[src/rtl/fexp_pkg.sv]
// fexp_pkg: shared types, constants and helpers for the exponential series core
`timescale 1ns / 1ps

package fexp_pkg;

  // 1.0 in Q16.16
  localparam logic [31:0] ONE_Q16 = 32'h0001_0000;

  // largest term count with a factorial in the table
  localparam int MAX_TERMS = 12;

  // k! for k = 0..12
  localparam logic [31:0] FACT_TAB [0:MAX_TERMS] = '{
    32'd1, 32'd1, 32'd2, 32'd6, 32'd24, 32'd120, 32'd720, 32'd5040,
    32'd40320, 32'd362880, 32'd3628800, 32'd39916800, 32'd479001600
  };

  // data that travels with one argument between series terms
  typedef struct packed {
    logic signed [31:0] pw;   // current power of x, Q16.16
    logic        [31:0] mag;  // magnitude of pw
    logic               neg;  // sign of pw
    logic signed [31:0] x;    // the argument itself
    logic        [31:0] sum;  // running sum, wraps at 32 bits
  } fexp_stage_t;

  // magnitude of a two's complement word (-2^31 gives 2^31)
  function automatic logic [31:0] fexp_abs(input logic [31:0] v);
    fexp_abs = v[31] ? (~v + 32'd1) : v;
  endfunction

endpackage

[src/rtl/fexp_term.sv]
// fexp_term: one series term, next power and p_k / k! folded into the running sum
`timescale 1ns / 1ps

module fexp_term
  import fexp_pkg::*;
#(
  parameter int K = 1
) (
  input  logic        clk,
  input  logic        rst,
  input  logic        in_valid,
  input  fexp_stage_t in_stage,
  output logic        out_valid,
  output fexp_stage_t out_stage
);

  // reciprocal for exact floor(n / k!) over all 32-bit n
  localparam logic [31:0] FACT    = FACT_TAB[K];
  localparam int          SHIFT_L = $clog2(FACT);
  localparam int          SHIFT_T = 32 + SHIFT_L;
  localparam logic [63:0] MAGIC_FULL = ((64'd1 << SHIFT_T) / FACT) + 64'd1;
  localparam logic [33:0] MAGIC   = MAGIC_FULL[33:0];

  logic               a_valid;
  logic signed [63:0] a_prod;
  logic        [65:0] a_est;
  logic               a_neg;
  logic signed [31:0] a_x;
  logic        [31:0] a_sum;

  logic        [65:0] est_shift;
  logic        [31:0] quot;
  logic signed [31:0] pw_next;

  // multiply stage: next power and scaled magnitude side by side
  always_ff @(posedge clk) begin
    if (rst) begin
      a_valid <= 1'b0;
    end else begin
      a_valid <= in_valid;
    end
    a_prod <= $signed(in_stage.pw) * $signed(in_stage.x);
    a_est  <= {34'b0, in_stage.mag} * {32'b0, MAGIC};
    a_neg  <= in_stage.neg;
    a_x    <= in_stage.x;
    a_sum  <= in_stage.sum;
  end

  // quotient magnitude and the Q16.16 power, floor shift by 16
  assign est_shift = a_est >> SHIFT_T;
  assign quot      = est_shift[31:0];
  assign pw_next   = a_prod[47:16];

  // accumulate stage: signed quotient truncates toward zero
  always_ff @(posedge clk) begin
    if (rst) begin
      out_valid <= 1'b0;
    end else begin
      out_valid <= a_valid;
    end
    out_stage.pw  <= pw_next;
    out_stage.mag <= fexp_abs(pw_next);
    out_stage.neg <= pw_next[31];
    out_stage.x   <= a_x;
    out_stage.sum <= a_neg ? (a_sum - quot) : (a_sum + quot);
  end

endmodule

[config.mk]
export PLATFORM = sky130hd
export DESIGN_NAME = fexp_term
export DESIGN_NICKNAME = d
export VERILOG_FILES = /design/src/rtl/fexp_pkg.sv /design/src/rtl/fexp_term.sv
export SDC_FILE = /design/constraint.sdc
export NUM_CORES = 2
export LEC_CHECK = 0
export BUFFER_PORTS_ARGS = -buffer_cell sky130_fd_sc_hd__buf_4
export CORE_UTILIZATION = 47
export CTS_CLUSTER_DIAMETER = 30
export CTS_CLUSTER_SIZE = 14
export DETAILED_ROUTE_END_ITERATION = 6
export HOLD_SLACK_MARGIN = 0.1
export SETUP_SLACK_MARGIN = 0.02
export SLEW_MARGIN = 0
export SYNTH_ARGS = -nofsm -noshare
export SYNTH_HDL_FRONTEND = slang
export SYNTH_SLANG_ARGS = --single-unit
[constraint.sdc]
create_clock -name clk -period 10.9 [get_ports clk]
set_clock_uncertainty 0.2 [all_clocks]
set_input_delay 0.545 -clock clk [delete_from_list [all_inputs] [get_ports clk]]
set_output_delay 0.545 -clock clk [all_outputs]
set_load 0.01 [all_outputs]
After elaboration in Yosys (flattened, before gate mapping)

Index checks and enable logic that the tools add are counted.

Add/subtract/negate cells: 3
Multiply operators: 2
Multiplexer cells: 2
Bitwise gates (word level): 1

Operators with widths:

| cell                                                                  | number |
|---|---|
| 32-bit by 33-bit multiplier with 64-bit output, second input constant | 1 |
| 32-bit by 32-bit multiplier with 48-bit output                        | 1 |
| 32-bit by 1-bit adder with 32-bit output, second input constant       | 1 |
| 32-bit adder                                                          | 1 |
| 32-bit 2-to-1 mux                                                     | 1 |
| 32-bit NOT                                                            | 1 |
| 32-bit subtractor                                                     | 1 |
| 31-bit 2-to-1 mux                                                     | 1 |

Flip-flop bits (word level): 308
Output and inout bits: 130

Logic depth before layout (Yosys ltp)

Depth after elaboration: 3
Mapped depth: 29
Gate-level depth less buffers: 27

Least setup slack after synthesis

OpenSTA, ideal clock, no wires.

Path kind: input-to-reg
Start: input port in_stage[115] (netlist bit)
End: register a_prod[44]
Library setup time: 0.072 ns
Data arrival time: 7.647 ns
Data required time: 10.628 ns
Path slack: 2.981 ns
Stages on the path: 24
Cells stage by stage: clkbuf_1 clkbuf_1 nand2_1 fa_1 fa_1 fa_1 fa_1 inv_1 fa_1 fa_1 fa_1 inv_1 fa_1 inv_1 ha_1 a21oi_1 o21ai_0 or4_1 or3_1 nand4_1 a21oi_1 or3_1 a21oi_1 xnor2_1

Cells in the longest elaborated chain, start to end: 1

Ends and longest elaborated chain:

| what                                           | line            | RTL |
|---|---|---|
| start: declaration                             | fexp_term.sv:12 | `input fexp_stage_t in_stage,` |
| 32-bit by 32-bit multiplier with 48-bit output | fexp_term.sv:42 | `a_prod <= $signed(in_stage.pw) * $signed(in_stage.x);` |
| end signal: assignment                         | fexp_term.sv:42 |  |
| end: declaration                               | fexp_term.sv:25 | `logic signed [63:0] a_prod;` |

Every way passes these cells.
A chain may end at the register's enable or synchronous reset.

Final worst setup path

Start: input port in_stage[34] (netlist bit)
End: register a_prod[46]

The elaborated chain is that of the path after synthesis.

==> impl_metrics.tcl <==
set metrics [dict create \
    crit_slowest_cell "fa_1" \
    max_freq_mhz 115.4 \
    rsz0062_at_grt "no" \
    antenna_found_initial 2 \
    synth.cell_area_mm2 0.03660 \
    worstPathMaxFanout 33 \
    hold_depth 0 \
    grt_max_degree 35 \
    clock_sinks 258 \
    io_pins 262 \
    syn_to_final_growth_pct 15.33 \
    grt_pass1_vias 28250 \
    drv_cap 0 \
    cp.arrival_ps 8920 \
    clockBufferDepth 3 \
    ys_seq_area_share_pct 14.11 \
    worst_pin_slew_ps 1221 \
    drtIter0Drc 1409 \
    final-max-slew-violation-count 0 \
    synth.avg_cell_area_um2 9.700 \
    synth_most_common_cell "fa_1" \
    status "complete, no violations" \
    grt_pass1_wl_um 156100 \
    crit_family "adder cells" \
    criticalPathCategory "in2reg" \
    numCtsBuffers 59 \
    gr-usage-all-layers_pct 26.12 \
    syn_inst 3773 \
    period_share_pct 79.51 \
    cts.root.buffer_cell "clkbuf_16" \
    start_kind "input pin" \
    required_ps 11160 \
    final_hold_viol_count 0 \
    synth_edf_count 0 \
    cts_resized 0 \
    synth_common_cells "839 x fa_1, 821 x inv_1, 475 x and2_1, 460 x nand2_1, 258 x dfxtp_1" \
    fin_nets 5186 \
    ys_types 57 \
    synth_nets 4940 \
    cpPeakStageDelay_ps 590 \
    synth.area.top_cells "fa_1 46%, dfxtp_1 14%, inv_1 8.4%, and2_1 8.1%, ha_1 6.7%" \
    dp_hpwl_um 74570 \
    avgViaCountPerCell 4.999 \
    reg2regPathDepth 16 \
    reg2reg_from "a_est[37]$_DFF_P_" \
    synthFlopType "dfxtp_1" \
    wl_um 97700 \
    antenna_left 0 \
    dr_total_vias 25480 \
    port-buffer-count 261 \
    drc 0 \
    worstHoldStart "a_x[0]$_DFF_P_" \
    synthArstFlopShare_pct 0 \
    start_util_pct 47.87 \
    die_h_um 281.1 \
    min_to "out_stage[32]$_DFF_P_" \
    cpMostUsedCell "fa_1" \
    core.rowCount 101 \
    cts_setup_buffers 0 \
    synth_top_area_share_pct 45.89 \
    insertion_delay_ps 600 \
    yosys.area.top_type "fa_1" \
    hp-class "reg2reg" \
    ys_warn_count 0 \
    dieWidth_um 281.1 \
    setup_violations 0 \
    htreeDepth 2 \
    finalSetupTns_ps 0 \
    firstDrtPassIters 5 \
    clk_pin_slew_ps 50 \
    drive_gt1_share_pct 9.225 \
    path_buf_inv 7 \
    die_area_mm2 0.07899 \
    r2r_setup_slack_ps 5830 \
    maxSlewHeadroom_pct 16.49 \
    overflow 0 \
    detail_route.wl_per_cell_um 19.17 \
    tritoncts "yes" \
    fin_crit_ps 8667 \
    cp-end-kind "flop" \
    reg2reg_to "out_stage[28]$_DFF_P_" \
    synth_seq_cells 258 \
    core_mm2 0.07645 \
    gp_congestion 0.8511 \
]
==> registers in the layout, indices dropped and copies added, names as in the netlist <==
signal,cells
a_prod,32
a_sum,32
out_valid,1
a_valid,1
out_stage,127
a_x,32
a_neg,1
a_est,32
==> routing by layer <==
layer,vias up,global-route usage (%),wire length (um)
met5,-,0,0
met4,0,8.463,3288
met3,170,5.553,7198
met2,842,43.35,46000
met1,12950,33.96,41210
li1,11520,-,-
==> repair_timing <==
item | 4_1_cts | 5_1_grt
endpoints found under the setup margin | 0 | 0
endpoints found under the hold margin | 98 | 0
hold buffers | 98 | 0
==> metrics by stage <==
step | hold slack, ps | cells | cell area [um2] | utilization (%) | setup WS, ps
finish | 119.9 | 5097 | 42210 | 55.21 | 2233
global route | 121.1 | 5096 | 42210 | 55.21 | 1854
CTS | 101.4 | 5095 | 42210 | 55.20 | 2305
detailed placement | 112.1 | 4890 | 39190 | 51.26 | 2208
global placement | 109.8 | 4890 | 39190 | 51.26 | 2296
floorplan | 109.6 | 3773 | 36600 | - | 2981
==> final cells by class <==
class / instances / area, um2
antenna: 2 / 5.005
clock buffer: 70 / 1578
clock inverter: 37 / 452.9
fill: 6879 / 34240
inverter: 821 / 3082
multi-input combinational: 2518 / 27680
sequential: 258 / 5165
tap: 1030 / 1289
timing repair buffer: 361 / 2955
==> cell families after synthesis <==
group                    synth area share (%)
AO/OA/AOI/OAI                           3.662
AND/OR/NAND/NOR                         15.74
adder cells (fa/ha/maj)                 52.59
XOR/XNOR                                3.542
buffers and inverters                   10.25
flip-flops                              14.11
multiplexers                           0.1094
==> placed cells by master (no fill, tap or decap), types with 57 or more instances in the layout <==
master | netlist | routed
a21oi_1 | 65 | 65
and2_1 | 475 | 475
buf_4 | 2 | 263
clkbuf_16 | 0 | 59
dfxtp_1 | 258 | 258
dlygate4sd3_1 | 0 | 98
fa_1 | 839 | 839
ha_1 | 196 | 196
inv_1 | 821 | 821
nand2_1 | 460 | 460
nor2_1 | 57 | 57
xnor2_1 | 123 | 123
==> worst max-delay path by stage <==
stage | cells after the start | startpoint | to
floorplan | 24 | in_stage[115] | a_prod[44]$_DFF_P_
global placement | 27 | in_stage[40] | a_prod[44]$_DFF_P_
detailed placement | 23 | in_stage[40] | a_prod[46]$_DFF_P_
CTS | 24 | in_stage[40] | a_prod[46]$_DFF_P_
global route | 28 | in_stage[40] | a_prod[46]$_DFF_P_
finish | 26 | in_stage[34] | a_prod[46]$_DFF_P_
Power is not shown: default switching activity piles up to over one toggle a cycle in this logic, so the estimate is an artifact.
